==> config.mk <==
export PLATFORM = sky130hd
export DESIGN_NAME = video_warmup_frame_gate
export DESIGN_NICKNAME = d
export VERILOG_FILES = /design/src/rtl/vwfg_pkg.sv /design/src/rtl/vwfg_ctrl.sv /design/src/rtl/vwfg_datapath.sv /design/src/rtl/video_warmup_frame_gate.sv
export SDC_FILE = /design/constraint.sdc
export NUM_CORES = 1
export LEC_CHECK = 0
export ABC_AREA = 1
export BUFFER_PORTS_ARGS = -buffer_cell sky130_fd_sc_hd__buf_2
export CORE_MARGIN = 1.5
export CORE_UTILIZATION = 50
export DETAILED_ROUTE_END_ITERATION = 16
export PLACE_DENSITY = 0.67
export RECOVER_POWER = 50
export SYNTH_ARGS = -nofsm -noshare
export SYNTH_HDL_FRONTEND = slang
export SYNTH_SLANG_ARGS = --single-unit
export TNS_END_PERCENT = 1
==> constraint.sdc <==
create_clock -name clk -period 9.71 [get_ports clk]
set_clock_uncertainty 0.15 [all_clocks]
set_input_delay 1.942 -clock clk [delete_from_list [all_inputs] [get_ports clk]]
set_output_delay 1.942 -clock clk [all_outputs]
set_load 0.005 [all_outputs]
==> src/rtl/vwfg_pkg.sv <==
// Shared types, constants and codes for the video warm-up frame gate.
`timescale 1ns / 1ps

package vwfg_pkg;

  // Saturating sample counters
  localparam int COUNT_BITS = 20;
  localparam logic [COUNT_BITS-1:0] COUNT_MAX = '1;

  // Flat percentage divider: quotient never exceeds 100, so 7 bits
  localparam int QUOT_W    = 7;
  localparam int DIV_STEPS = QUOT_W;
  localparam int STEP_W    = $clog2(DIV_STEPS);
  localparam int DIVD_W    = COUNT_BITS + QUOT_W;
  localparam logic [QUOT_W-1:0] PERCENT_FULL = 7'd100;

  // FNV-1a constants
  localparam logic [31:0] HASH_SEED = 32'd2166136261;
  localparam logic [31:0] HASH_MUL  = 32'd16777619;

  // Minimum valid frame dimension
  localparam logic [13:0] MIN_DIM = 14'd16;

  // Port widths
  localparam int IN_TDATA_W  = 80;
  localparam int IN_TUSER_W  = 3;
  localparam int OUT_TDATA_W = 16;
  localparam int CFG_IDX_W   = 3;
  localparam int CFG_DATA_W  = 16;

  // Input item kinds (code 3 is ignored)
  localparam logic [1:0] KIND_RESTART   = 2'd0;
  localparam logic [1:0] KIND_SAMPLE    = 2'd1;
  localparam logic [1:0] KIND_FRAME_END = 2'd2;

  // Configuration register indexes
  localparam logic [CFG_IDX_W-1:0] CFG_FLOOR_FRAMES  = 3'd0;
  localparam logic [CFG_IDX_W-1:0] CFG_FLOOR_MS      = 3'd1;
  localparam logic [CFG_IDX_W-1:0] CFG_STABLE_RUN    = 3'd2;
  localparam logic [CFG_IDX_W-1:0] CFG_FLAT_LIMIT    = 3'd3;
  localparam logic [CFG_IDX_W-1:0] CFG_CEILING_MS    = 3'd4;
  localparam logic [CFG_IDX_W-1:0] CFG_RELAXED_FLAT  = 3'd5;
  localparam logic [CFG_IDX_W-1:0] CFG_HARD_DEADLINE = 3'd6;

  // Configuration reset values
  localparam logic [7:0]  RST_FLOOR_FRAMES  = 8'd12;
  localparam logic [15:0] RST_FLOOR_MS      = 16'd800;
  localparam logic [7:0]  RST_STABLE_RUN    = 8'd8;
  localparam logic [6:0]  RST_FLAT_LIMIT    = 7'd10;
  localparam logic [15:0] RST_CEILING_MS    = 16'd10000;
  localparam logic [6:0]  RST_RELAXED_FLAT  = 7'd85;
  localparam logic [15:0] RST_HARD_DEADLINE = 16'd15000;

  // Result reasons
  typedef enum logic [2:0] {
    REASON_COUNT_HOLD  = 3'd0,
    REASON_FLOOR_HOLD  = 3'd1,
    REASON_UNSTABLE    = 3'd2,
    REASON_STABLE      = 3'd3,
    REASON_DEADLINE    = 3'd4,
    REASON_CEILING     = 3'd5,
    REASON_PASSTHROUGH = 3'd6
  } reason_t;

  // Controller states
  typedef enum logic [1:0] {
    ST_IDLE   = 2'd0,
    ST_DIVIDE = 2'd1,
    ST_DECIDE = 2'd2
  } state_t;

  // Controller to datapath commands
  typedef struct packed {
    logic take_sample;
    logic take_restart;
    logic take_frame;
    logic div_step;
    logic decide;
  } vwfg_cmd_t;

endpackage

==> src/rtl/vwfg_ctrl.sv <==
// Controller state machine: input acceptance, divider sequencing, result register valid.
`timescale 1ns / 1ps

module vwfg_ctrl (
  input  logic                clk,
  input  logic                rst,
  input  logic                s_tvalid,
  input  logic [1:0]          s_kind,
  output logic                s_tready,
  output logic                m_tvalid,
  input  logic                m_tready,
  output vwfg_pkg::vwfg_cmd_t cmd
);
  import vwfg_pkg::*;

  state_t            state;
  state_t            state_next;
  logic [STEP_W-1:0] step_cnt;
  logic              out_valid;
  logic              out_free;

  assign out_free = !out_valid || m_tready;
  assign m_tvalid = out_valid;

  // Next state
  always_comb begin
    state_next = state;
    unique case (state)
      ST_IDLE: begin
        if (s_tvalid && s_kind == KIND_FRAME_END) state_next = ST_DIVIDE;
      end
      ST_DIVIDE: begin
        if (step_cnt == '0) state_next = ST_DECIDE;
      end
      ST_DECIDE: begin
        if (out_free) state_next = ST_IDLE;
      end
      default: state_next = ST_IDLE;
    endcase
  end

  // Outputs and commands
  always_comb begin
    s_tready         = (state == ST_IDLE);
    cmd.take_sample  = (state == ST_IDLE) && s_tvalid && s_kind == KIND_SAMPLE;
    cmd.take_restart = (state == ST_IDLE) && s_tvalid && s_kind == KIND_RESTART;
    cmd.take_frame   = (state == ST_IDLE) && s_tvalid && s_kind == KIND_FRAME_END;
    cmd.div_step     = (state == ST_DIVIDE);
    cmd.decide       = (state == ST_DECIDE) && out_free;
  end

  // State, step counter, result valid
  always_ff @(posedge clk) begin
    if (rst) begin
      state     <= ST_IDLE;
      step_cnt  <= '0;
      out_valid <= 1'b0;
    end else begin
      state <= state_next;
      if (cmd.take_frame) begin
        step_cnt <= STEP_W'(DIV_STEPS - 1);
      end else if (cmd.div_step && step_cnt != '0) begin
        step_cnt <= step_cnt - 1'b1;
      end
      if (cmd.decide) begin
        out_valid <= 1'b1;
      end else if (m_tready) begin
        out_valid <= 1'b0;
      end
    end
  end

endmodule

==> src/rtl/vwfg_datapath.sv <==
// Datapath: config registers, sample accumulators, flat divider, warm-up decision.
`timescale 1ns / 1ps

module vwfg_datapath (
  input  logic                              clk,
  input  logic                              rst,
  input  vwfg_pkg::vwfg_cmd_t               cmd,
  input  logic [vwfg_pkg::IN_TDATA_W-1:0]   s_tdata,
  input  logic                              new_source,
  input  logic                              cfg_we,
  input  logic [vwfg_pkg::CFG_IDX_W-1:0]    cfg_index,
  input  logic [vwfg_pkg::CFG_DATA_W-1:0]   cfg_data,
  output logic [vwfg_pkg::OUT_TDATA_W-1:0]  m_tdata
);
  import vwfg_pkg::*;

  // Input fields
  logic [7:0]  sample_luma;
  logic [7:0]  neighbor_luma;
  logic [13:0] frame_width;
  logic [13:0] frame_height;
  logic [31:0] now_ms;

  assign sample_luma   = s_tdata[7:0];
  assign neighbor_luma = s_tdata[15:8];
  assign frame_width   = s_tdata[29:16];
  assign frame_height  = s_tdata[43:30];
  assign now_ms        = s_tdata[75:44];

  // Configuration
  logic [7:0]  floor_frames;
  logic [15:0] floor_ms;
  logic [7:0]  stable_run_length;
  logic [6:0]  flat_limit_percent;
  logic [15:0] ceiling_ms;
  logic [6:0]  relaxed_flat_pct;
  logic [15:0] hard_deadline_ms;

  // Warm-up state
  logic        shown_flag;
  logic        first_seen_flag;
  logic [7:0]  frames_remaining;
  logic [31:0] start_time_ms;
  logic [7:0]  run_count;
  logic [31:0] previous_hash;
  logic        previous_hash_valid;

  // Accumulators
  logic [31:0]           hash_accumulator;
  logic [COUNT_BITS-1:0] flat_count;
  logic [COUNT_BITS-1:0] sample_count;

  // Frame held for evaluation
  logic              frame_invalid;
  logic [31:0]       frame_hash;
  logic [31:0]       frame_now;
  logic [DIVD_W-1:0] div_rem;
  logic [DIVD_W-1:0] div_shift;
  logic [QUOT_W-1:0] div_quot;

  // Decision outputs
  logic        shown_flag_next;
  logic        first_seen_flag_next;
  logic [7:0]  frames_remaining_next;
  logic [31:0] start_time_ms_next;
  logic [7:0]  run_count_next;
  logic [31:0] previous_hash_next;
  logic        previous_hash_valid_next;
  logic        res_deliver;
  reason_t     res_reason;
  logic [6:0]  res_flat;
  logic        res_first;

  logic [6:0]  flat_val;
  logic [31:0] start_eff;
  logic [31:0] waited;
  logic        clean;
  logic        moving;
  logic [7:0]  run_upd;
  logic        frame_bad;

  assign frame_bad = (frame_width < MIN_DIM) || (frame_height < MIN_DIM) || (sample_count == '0);

  // Configuration writes
  always_ff @(posedge clk) begin
    if (rst) begin
      floor_frames         <= RST_FLOOR_FRAMES;
      floor_ms             <= RST_FLOOR_MS;
      stable_run_length    <= RST_STABLE_RUN;
      flat_limit_percent   <= RST_FLAT_LIMIT;
      ceiling_ms           <= RST_CEILING_MS;
      relaxed_flat_pct     <= RST_RELAXED_FLAT;
      hard_deadline_ms     <= RST_HARD_DEADLINE;
    end else if (cfg_we) begin
      unique case (cfg_index)
        CFG_FLOOR_FRAMES:  floor_frames         <= cfg_data[7:0];
        CFG_FLOOR_MS:      floor_ms             <= cfg_data;
        CFG_STABLE_RUN:    stable_run_length    <= cfg_data[7:0];
        CFG_FLAT_LIMIT:    flat_limit_percent   <= cfg_data[6:0];
        CFG_CEILING_MS:    ceiling_ms           <= cfg_data;
        CFG_RELAXED_FLAT:  relaxed_flat_pct     <= cfg_data[6:0];
        CFG_HARD_DEADLINE: hard_deadline_ms     <= cfg_data;
        default: ;
      endcase
    end
  end

  // Sample accumulators: cleared by restart and frame end
  always_ff @(posedge clk) begin
    if (rst) begin
      hash_accumulator <= HASH_SEED;
      flat_count       <= '0;
      sample_count     <= '0;
    end else if (cmd.take_restart || cmd.take_frame) begin
      hash_accumulator <= HASH_SEED;
      flat_count       <= '0;
      sample_count     <= '0;
    end else if (cmd.take_sample) begin
      hash_accumulator <= (hash_accumulator ^ {24'd0, sample_luma}) * HASH_MUL;
      if (sample_count != COUNT_MAX) begin
        sample_count <= sample_count + 1'b1;
        if (sample_luma == neighbor_luma) flat_count <= flat_count + 1'b1;
      end
    end
  end

  // Frame capture and restoring divider, one quotient bit per step
  always_ff @(posedge clk) begin
    if (cmd.take_frame) begin
      frame_invalid <= frame_bad;
      frame_hash    <= frame_bad ? 32'd0 : hash_accumulator;
      frame_now     <= now_ms;
      div_rem       <= DIVD_W'(flat_count) * DIVD_W'(PERCENT_FULL);
      div_shift     <= {1'b0, sample_count, {(QUOT_W-1){1'b0}}};
      div_quot      <= '0;
    end else if (cmd.div_step) begin
      if (div_rem >= div_shift) begin
        div_rem  <= div_rem - div_shift;
        div_quot <= {div_quot[QUOT_W-2:0], 1'b1};
      end else begin
        div_quot <= {div_quot[QUOT_W-2:0], 1'b0};
      end
      div_shift <= div_shift >> 1;
    end
  end

  // Warm-up decision for the held frame
  always_comb begin
    flat_val  = frame_invalid ? PERCENT_FULL : div_quot;
    start_eff = first_seen_flag ? start_time_ms : frame_now;
    waited    = frame_now - start_eff;
    clean     = flat_val < flat_limit_percent;
    moving    = previous_hash_valid && (frame_hash != previous_hash);
    if (clean && moving) begin
      run_upd = (run_count == 8'hFF) ? run_count : run_count + 8'd1;
    end else begin
      run_upd = 8'd0;
    end

    shown_flag_next          = shown_flag;
    first_seen_flag_next     = first_seen_flag;
    frames_remaining_next    = frames_remaining;
    start_time_ms_next       = start_time_ms;
    run_count_next           = run_count;
    previous_hash_next       = previous_hash;
    previous_hash_valid_next = previous_hash_valid;
    res_deliver              = 1'b1;
    res_reason               = REASON_PASSTHROUGH;
    res_flat                 = 7'd0;
    res_first                = 1'b0;

    if (!shown_flag) begin
      first_seen_flag_next = 1'b1;
      start_time_ms_next   = start_eff;
      res_deliver          = 1'b0;
      priority if (frames_remaining != 8'd0) begin
        frames_remaining_next = frames_remaining - 8'd1;
        res_reason            = REASON_COUNT_HOLD;
      end else if (waited < {16'd0, floor_ms}) begin
        res_reason = REASON_FLOOR_HOLD;
      end else begin
        previous_hash_next       = frame_hash;
        previous_hash_valid_next = 1'b1;
        run_count_next           = run_upd;
        res_flat                 = flat_val;
        priority if (run_upd >= stable_run_length) begin
          res_reason = REASON_STABLE;
        end else if (waited >= {16'd0, hard_deadline_ms}) begin
          res_reason = REASON_DEADLINE;
        end else if (waited >= {16'd0, ceiling_ms} && flat_val < relaxed_flat_pct) begin
          res_reason = REASON_CEILING;
        end else begin
          res_reason = REASON_UNSTABLE;
        end
        if (res_reason != REASON_UNSTABLE) begin
          shown_flag_next = 1'b1;
          res_deliver     = 1'b1;
          res_first       = 1'b1;
        end
      end
    end
  end

  // Warm-up state updates
  always_ff @(posedge clk) begin
    if (rst) begin
      shown_flag          <= 1'b0;
      first_seen_flag     <= 1'b0;
      frames_remaining    <= RST_FLOOR_FRAMES;
      start_time_ms       <= '0;
      run_count           <= '0;
      previous_hash       <= '0;
      previous_hash_valid <= 1'b0;
    end else if (cmd.take_restart) begin
      if (new_source) shown_flag <= 1'b0;
      if (new_source || !shown_flag) begin
        first_seen_flag     <= 1'b0;
        frames_remaining    <= floor_frames;
        run_count           <= '0;
        previous_hash_valid <= 1'b0;
      end
    end else if (cmd.decide) begin
      shown_flag          <= shown_flag_next;
      first_seen_flag     <= first_seen_flag_next;
      frames_remaining    <= frames_remaining_next;
      start_time_ms       <= start_time_ms_next;
      run_count           <= run_count_next;
      previous_hash       <= previous_hash_next;
      previous_hash_valid <= previous_hash_valid_next;
    end
  end

  // Result register
  always_ff @(posedge clk) begin
    if (cmd.decide) begin
      m_tdata <= {4'd0, res_first, res_flat, res_reason, res_deliver};
    end
  end

endmodule

==> src/rtl/video_warmup_frame_gate.sv <==
// Top level of the video warm-up frame gate.
// Restart and grid sample items: one transfer per cycle while the controller is idle, no result.
// Frame end: the frame is captured, the bit-serial flat percentage divider runs its 7 steps,
//   then the decide state registers the result; no input is taken until that decision is made.
// A waiting result does not block input transfers; only the decision of a frame end waits for it.
// Synchronous active-high reset loads register defaults and resets all warm-up state.
`timescale 1ns / 1ps

module video_warmup_frame_gate (
  input  logic                              clk,
  input  logic                              rst,
  input  logic                              s_tvalid,
  output logic                              s_tready,
  // sample_luma[7:0], neighbor_luma[15:8], frame_width[29:16], frame_height[43:30],
  // now_ms[75:44], zero fill
  input  logic [vwfg_pkg::IN_TDATA_W-1:0]   s_tdata,
  // kind[1:0], new_source[2]
  input  logic [vwfg_pkg::IN_TUSER_W-1:0]   s_tuser,
  output logic                              m_tvalid,
  input  logic                              m_tready,
  // deliver[0], reason[3:1], flat_pct[10:4], first_release[11], zero fill
  output logic [vwfg_pkg::OUT_TDATA_W-1:0]  m_tdata,
  input  logic                              cfg_we,
  input  logic [vwfg_pkg::CFG_IDX_W-1:0]    cfg_index,
  input  logic [vwfg_pkg::CFG_DATA_W-1:0]   cfg_data
);
  import vwfg_pkg::*;

  vwfg_cmd_t cmd;

  vwfg_ctrl u_ctrl (
    .clk      (clk),
    .rst      (rst),
    .s_tvalid (s_tvalid),
    .s_kind   (s_tuser[1:0]),
    .s_tready (s_tready),
    .m_tvalid (m_tvalid),
    .m_tready (m_tready),
    .cmd      (cmd)
  );

  vwfg_datapath u_datapath (
    .clk        (clk),
    .rst        (rst),
    .cmd        (cmd),
    .s_tdata    (s_tdata),
    .new_source (s_tuser[2]),
    .cfg_we     (cfg_we),
    .cfg_index  (cfg_index),
    .cfg_data   (cfg_data),
    .m_tdata    (m_tdata)
  );

endmodule

# Yosys cells after proc, flatten, opt, wreduce, memory -nomap -nowiden

Index checks and enable logic that the tools add are counted.

Register bits: 376
Latch bits: 0
Memory bits (writable): 0
Bits in read-only memories: 0
Input bits: 107
Logic and storage cells: 184
Memories kept: 0

Add/subtract/negate cells: 7
Multiply operators: 2
Div/mod/pow operators: 0
Magnitude comparators: 9
Equality and inequality tests: 23
Shift-type cells: 0
Mux-type cells: 53
Bitwise operators: 5
Reduce and logical (&&, ||, !) cells: 52

Operator list:

| cell                     | number |
|---|---|
| $mux W8                  | 13 |
| $mux W27                 | 3 |
| $ge A32 B16 Y1           | 2 |
| $mux W26                 | 2 |
| $add A20 B1 Y20 const B  | 2 |
| $lt A32 B16 Y1           | 1 |
| $mul A32 B25 Y32 const B | 1 |
| $mux W32                 | 1 |
| $ne A32 B32 Y1           | 1 |
| $sub A32 B32 Y32         | 1 |
| $xor A32 B8 Y32          | 1 |
| $mux W3                  | 10 |
| $lt A14 B5 Y1 const B    | 2 |
| $ge A27 B26 Y1           | 1 |
| $sub A27 B26 Y27         | 1 |
| $mul A20 B5 Y25 const B  | 1 |
| $reduce_and A2 Y1        | 11 |
| $logic_not A20 Y1        | 1 |
| $ne A20 B20 Y1 const B   | 1 |
| $mux W1                  | 19 |
| $lt A7 B7 Y1             | 2 |
| $reduce_and A3 Y1        | 4 |
| $reduce_bool A2 Y1       | 6 |
| $logic_and A1 B1 Y1      | 10 |
| other kinds (28)         | 54 |

# Logic depth before layout (Yosys ltp)

Gate-level depths: netlist (run 1).

Depth after elaboration: 17
Depth in mapped cells: 28

# By module

A second synthesis (run 1) with hierarchy kept.

Cells, all modules: 3674
Area, all modules: 28728.8 µm²

Modules (own cells, without submodules):

| module        | times used | cells each | area each (µm²) | sequential area each (µm²) |
|---|---|---|---|---|
| vwfg_datapath | 1          | 3626       | 28383.5         | 8628.3 |
| vwfg_ctrl     | 1          | 48         | 345.3           | 120.1 |

# Least setup slack after synthesis (run 1)

OpenSTA, ideal clock, no wires.

Kind: input-to-reg
Start: in s_tdata[6] (netlist bit)
End: reg u_datapath.hash_accumulator[25]
Data arrival time: 6.520 ns
Required time: 9.445 ns
Slack: 2.925 ns
Stages: 23
Buffers on the path: 1
Cell sequence: xor2_1 > ha_1 > ha_1 > fa_1 > ha_1 > inv_1 > fa_1 > inv_1 > ha_1 > inv_1 > fa_1 > inv_1 > ha_1 > clkbuf_1 > a21oi_1 > inv_1 > a31oi_1 > nand2_1 > a21oi_1 > o21ai_0 > xor2_1 > o21ai_0 > inv_1

Longest elaborated chain between the ends: 2

Ends and longest elaborated chain:

| element              | line                          | text |
|---|---|---|
| start, declared      | video_warmup_frame_gate.sv:16 | `input logic [vwfg_pkg::IN_TDATA_W-1:0] s_tdata,` |
| $xor A32 B8 Y32      | vwfg_datapath.sv:119          | `hash_accumulator <= (hash_accumulator ^ {24'd0, sample_luma}) * HASH_MUL;` |
| $mul A32 B25 Y32     | vwfg_datapath.sv:119          |  |
| end signal, assigned | vwfg_datapath.sv:119          |  |
| end, declared        | vwfg_datapath.sv:49           | `logic [31:0] hash_accumulator;` |

Every way passes these cells.
A chain may end at the register's enable or synchronous reset.

# Final worst setup path (run 1)

Start: in rst
End: reg u_datapath.hash_accumulator[30]

Longest elaborated chain between the ends: 1

Ends and longest elaborated chain:

| element                           | line                          | text |
|---|---|---|
| start, declared                   | video_warmup_frame_gate.sv:11 | `input logic rst,` |
| $reduce_or A2 Y1 (no source line) | --                            |  |

Every way passes these cells.

==> impl_metrics.tcl, run 1 <==
set metrics [dict create \
    clkSinkCount 376 \
    power_density_nw_per_um2 231 \
    ctsResizeCount 0 \
    drt-pass1-iter-count 5 \
    yosys_warnings 0 \
    fin_setup_tns_ns 0 \
    outcome "complete, but fails checks" \
    cts_tree "built" \
    gp_congestion 0.938 \
    post-place-ws_ns 2.05 \
    relSlewSlack -0.987 \
    rows 88 \
    worstPathRequired_ns 10.02 \
    irDropWorstVdd_mv 0.220 \
    viasPerCell 5.10 \
    endpoint_kind "flop" \
    holdPathStages 2 \
    cp_slowest_cell "clkbuf_1" \
    syn_avg_cell_area_um2 7.62 \
    cts_hold_buf 0 \
    drc_errors 0 \
    holdPathEnd "u_datapath.start_time_ms[23]" \
    min_period_over_period 0.785 \
    critPathArrivalTime_ns 7.93 \
    crit_chain "clkbuf_1 -> clkinvlp_2 -> nand2_1 -> clkbuf_1 -> clkinv_1 -> buf_4 -> o211ai_1 -> inv_1" \
    wl_mm 69.2 \
    place_hpwl_mm 53.2 \
    die_area_um2 59900 \
    cpMostUsedCell "clkbuf_1" \
    setup_slack_ns 2.09 \
    ys_types 58 \
    cts_buffers 43 \
    die_x_um 245 \
    start_kind "input pin" \
    hp-class "reg2reg" \
    violations "capacitance limit, slew limit" \
    r2r_cells 22 \
    grt_max_degree 75 \
    netlist.area_leader.share 0.174 \
    crit_fanout 38 \
    dieHeight_um 245 \
    hold_slack_ns 0.295 \
    path_clk_slew_ns 0.06 \
    setup_viol 0 \
    grt_pass1_wl_mm 113 \
    slew_violations 260 \
    cts.path.max_buffers 3 \
    ant_nets 0 \
    regToRegEndpoint "u_datapath.hash_accumulator[25]" \
    timing.rr.start "u_datapath.hash_accumulator[5]" \
    clock_latency_ns 0.58 \
    tightest_slew_ns 2.98 \
    drtIter0Drc 1275 \
    static-leakage-power_nw 15.6 \
    grtUsageTotal 0.233 \
    rsz0062_at_grt "false" \
    postCtsSetupRepairBufs 0 \
    regToRegSetupSlack_ns 3.76 \
    start_util 0.506 \
    min_from "u_datapath.start_time_ms[23]" \
    io-pin-count 125 \
    port_buffers 108 \
    finalHoldViolations 0 \
    seq_area_frac_synth 0.300 \
    antenna_found_initial 1 \
    num_vias 24100 \
    drive_gt1_frac 0.0634 \
    core_area_um2 57700 \
    synthFlopType "dfxtp_1" \
    cpPeakStageDelay_ns 1.84 \
    setup.worst_path.class "in2reg" \
    syn_inst 3834 \
    ys_async_sr_fraction 0 \
    synthesis.area_um2 29200 \
    cts-root-buf "clkbuf_16" \
    synth-seq-cells 376 \
    avgRoutedWirePerCell_um 14.7 \
    period_needed_ns 7.62 \
    synth_edf_count 122 \
    synth_area_leaders "dfxtp_1 (17%), ha_1 (16%), edfxtp_1 (13%)" \
    htreeDepth 2 \
    overflow 0 \
    drv_cap 6 \
    grt_pass1_vias 22800 \
    num-nets-final 4505 \
    fmax_mhz 131 \
    area_growth_pct 9.22 \
    yosysTopAreaCell "dfxtp_1" \
]
-- layout by cell type (no fill, tap or decap), types with 36 or more instances in the layout --
cell type / instances
nand3_1: 86
nor2_1: 234
inv_1: 878
o21ai_0: 215
ha_1: 383
a21oi_1: 287
buf_2: 92
nand4_1: 50
fa_1: 91
edfxtp_1: 122
o21ai_1: 36
clkbuf_16: 44
xor2_1: 88
o211ai_1: 40
xnor2_1: 49
nand2_1: 665
nor3_1: 42
dfxtp_1: 253
-- how the worst max path moves through the flow --
stage | start | end | cells past startpoint
after floorplan | s_tdata[6] | u_datapath.hash_accumulator[25] | 23
after global placement | s_tdata[5] | u_datapath.hash_accumulator[25] | 23
after detailed placement | s_tdata[5] | u_datapath.hash_accumulator[25] | 23
after CTS | s_tdata[5] | u_datapath.hash_accumulator[25] | 23
after global routing | rst | u_datapath.hash_accumulator[26] | 8
final | rst | u_datapath.hash_accumulator[30] | 8
-- worst max-delay path, delay by kind of cell --
kind	cells	cell delay [ns]
and+or+nand+nor	1	0.25
buffers and inverters	6	5.55
AOI/OAI and AO/OA	1	0.16
-- sequential cells by signal, summed over array words and instances (netlist names), 20 cells and up --
signal,count
u_datapath.div_rem,27
u_datapath.div_shift,26
u_datapath.flat_count,20
u_datapath.frame_hash,32
u_datapath.frame_now,32
u_datapath.hash_accumulator,32
u_datapath.previous_hash,32
u_datapath.sample_count,20
u_datapath.start_time_ms,32
-- per-layer routing --
layer / track usage / vias to the layer above / part of all wire
li1: - / 12500 / -
met1: 0.313 / 11100 / 0.47
met2: 0.392 / 477 / 0.46
met3: 0.0323 / 94 / 0.053
met4: 0.0605 / 2 / 0.021
met5: 0 / - / 0.00019
-- cells by family after synthesis --
kind of cell | after synthesis | share of synthesized area
simple gates | 1147 | 0.165
buf+inv | 977 | 0.128
compound gates | 722 | 0.139
fa+ha+maj | 474 | 0.227
flops | 376 | 0.300
xor+xnor | 137 | 0.0411
other cells | 1 | 0.000128
-- layout make-up --
| class | instances | area, um2 |
|---|---|---|
| fillers | 5611 | 25800 |
| diodes | 1 | 2.50 |
| clock inverters | 22 | 263 |
| multi-input cells | 2484 | 16700 |
| inverters | 892 | 3350 |
| repair buffers | 127 | 641 |
| clock buffers | 58 | 1190 |
| well taps | 765 | 957 |
| flip-flops and latches | 376 | 8750 |
-- cell usage after synthesis, types with 70 or more instances --
cell type / count
nand2_1: 665
nor2_1: 235
fa_1: 91
dfxtp_1: 254
edfxtp_1: 122
xor2_1: 88
inv_1: 880
ha_1: 383
o21ai_0: 215
clkbuf_1: 70
a21oi_1: 287
nand3_1: 86
-- stage by stage --
stage          total power, mW  utilization  cell area (um2)  cells
2_1_floorplan             4.76            -            29200   3837
3_3_place_gp              5.62        0.528            30500   4644
3_5_place_dp              5.65        0.528            30500   4644
4_1_cts                   7.39        0.554            31900   4724
5_1_grt                   8.11        0.553            31900   4724
6_report                  7.36        0.553            31900   4725
-- power breakdown --
part,internal [mW],switching (mW)
Combinational,1.47,2.49
Clock,1.00,0.688
Sequential,1.67,0.0474
(Power assumes the default switching activity.)
==> run 2, diff against run 1 <==
- clock period: 9.71 -> 8 ns (I/O delays scaled with it)
==> run 2 against run 1 <==
Clock power up 21%. First-iteration DRC count rose by 4.5%. Highest routed layer is now met4. Non-clock buffer count up 2. The run still ends with capacitance limit, slew limit left. Flip-flop and latch count stayed put. Via count down 0.48%. Combinational power up 21%. Worst setup slack worse by 0.59 ns. Hold slack gained 0.0018 ns. Power up 21%. Critical endpoint is now u_datapath.hash_accumulator[25].
==> impl_metrics.tcl, run 2 (synthesized netlist as in run 1, its figures left out) <==
set metrics [dict create \
    avgRoutedWirePerCell_um 14.6 \
    place_hpwl_mm 53.5 \
    drive_gt1_frac 0.0636 \
    grt_pass1_vias 22800 \
    clock_latency_ns 0.58 \
    power_density_nw_per_um2 279 \
    pwr-share-comb 0.535 \
    fmax_mhz 154 \
    path_clk_slew_ns 0.06 \
    violations "capacitance limit, slew limit" \
    final_cell_mix "inv_1 (879), nand2_1 (665), ha_1 (383)" \
    start_util 0.506 \
    rows 88 \
    critPathArrivalTime_ns 6.82 \
    period_needed_ns 6.50 \
    viasPerCell 5.08 \
    start_kind "input pin" \
    num_vias 24000 \
    setup_viol 0 \
    die_area_um2 59900 \
    p_switching_mw 3.86 \
    drv_cap 6 \
    grt_pass1_wl_mm 114 \
    pwr-share-clk 0.230 \
    num-nets-final 4507 \
    cpPeakStageDelay_ns 0.54 \
    ant_nets 0 \
    io-pin-count 125 \
    regToRegEndpoint "u_ctrl.step_cnt[1]" \
    top_layer "met4" \
    power.internal_mw 5.02 \
    drtIter0Drc 1332 \
    cts_buffers 43 \
    regToRegSetupSlack_ns 2.16 \
    grtUsageTotal 0.233 \
    core_area_um2 57700 \
    ctsResizeCount 0 \
    min_period_over_period 0.813 \
    gp_congestion 0.942 \
    port_buffers 108 \
    cp_slowest_cell "fa_1" \
    timing.rr.start "u_ctrl.state[1]" \
    dieHeight_um 245 \
    cts_hold_buf 0 \
    cts-root-buf "clkbuf_16" \
    crit_end "u_datapath.hash_accumulator[25]" \
    seq_area_um2 8750 \
    cts_tree "built" \
    outcome "complete, but fails checks" \
    fin_setup_tns_ns 0 \
    dpl-instance-area_um2 30500 \
    p_seq_frac 0.235 \
    final_common_cell "inv_1" \
    relSlewSlack -1.39 \
    slew_violations 319 \
    finalHoldViolations 0 \
    antenna_found_initial 1 \
    r2r_cells 8 \
    htreeDepth 2 \
    crit_fanout 6 \
    worstPathRequired_ns 8.32 \
    cp-startpoint "s_tdata[3]" \
    power_switching_share 0.435 \
    area_growth_pct 9.21 \
    wl_met3_mm 3.56 \
    fin_area_um2 31900 \
    drt-pass1-iter-count 5 \
    fill_cells 5536 \
    setup.worst_path.class "in2reg" \
    endpoint_kind "flop" \
    wirelength_met1_mm 32.3 \
    static-leakage-power_nw 15.6 \
    drc_errors 0 \
    hp-class "reg2reg" \
    overflow 0 \
    rsz0062_at_grt "false" \
    cpMostUsedCell "inv_1" \
    cts.path.max_buffers 3 \
    clkSinkCount 376 \
    grt_max_degree 86 \
    wl_mm 68.9 \
    tightest_slew_ns 3.59 \
    postCtsSetupRepairBufs 0 \
    irDropWorstVdd_mv 0.288 \
    wl_met2_mm 31.6 \
    die_x_um 245 \
    multi_input_area_um2 16700 \
]
run 2: cell count changes in the layout (fill, tap and decap cells not counted), sizes merged:
cell	delta
inv	+1
bufinv	+1
clkbuf	-7
buf	+6
clkinvlp	-2
clkinv	+2
run 2: cell type report:
| class | instances | area share |
|---|---|---|
| clock buffer | 55 | 0.0358 |
| sequential | 376 | 0.274 |
| timing repair buffer | 129 | 0.0209 |
| inverter | 892 | 0.105 |
| tap | 765 | 0.0300 |
| multi-input combinational | 2484 | 0.524 |
| clock inverter | 24 | 0.00946 |
| antenna | 1 | 0.0000785 |
run 2: critical path: cells and delay by family:
kind	cells	cell delay [ns]
buffers and inverters	8	0.50
and+or+nand+nor	2	0.14
AOI/OAI and AO/OA	5	0.91
xor gates and xnor gates	2	0.66
adders and majority gates	8	3.01
run 2: worst min-delay path by stage:
stage                                  from                           end  cells past startpoint
5_1_grt        u_datapath.start_time_ms[29]  u_datapath.start_time_ms[29]                      2
6_report        u_datapath.start_time_ms[7]   u_datapath.start_time_ms[7]                      2
2_1_floorplan  u_datapath.start_time_ms[10]  u_datapath.start_time_ms[10]                      2
3_3_place_gp    u_datapath.start_time_ms[3]   u_datapath.start_time_ms[3]                      2
3_5_place_dp   u_datapath.start_time_ms[15]  u_datapath.start_time_ms[15]                      2
4_1_cts        u_datapath.start_time_ms[13]  u_datapath.start_time_ms[13]                      2
run 2: metal layers:
metal  vias to the layer above  track usage
met5                         -            0
li1                      12500            -
met4                         0       0.0545
met3                        88       0.0277
met1                     10900        0.317
met2                       463        0.393
run 2: metrics by stage:
stage | util | hold slack (ns) | power, mW | instances | setup WS [ns]
after floorplan | - | 0.276 | 5.78 | 3837 | 1.56
after global placement | 0.529 | 0.285 | 6.80 | 4646 | 0.960
after detailed placement | 0.529 | 0.290 | 6.84 | 4646 | 0.957
after CTS | 0.554 | 0.299 | 8.92 | 4725 | 1.57
after global routing | 0.553 | 0.313 | 9.78 | 4725 | 0.991
final | 0.553 | 0.297 | 8.89 | 4726 | 1.50
run 2: power groups by stage:
stage / Clock [mW] / Sequential [mW] / Combinational (mW)
after detailed placement: 0 / 2.13 / 4.71
after global placement: 0 / 2.13 / 4.68
after floorplan: 0 / 2.10 / 3.68
final: 2.04 / 2.09 / 4.76
after CTS: 2.08 / 2.09 / 4.75
after global routing: 2.16 / 2.09 / 5.52
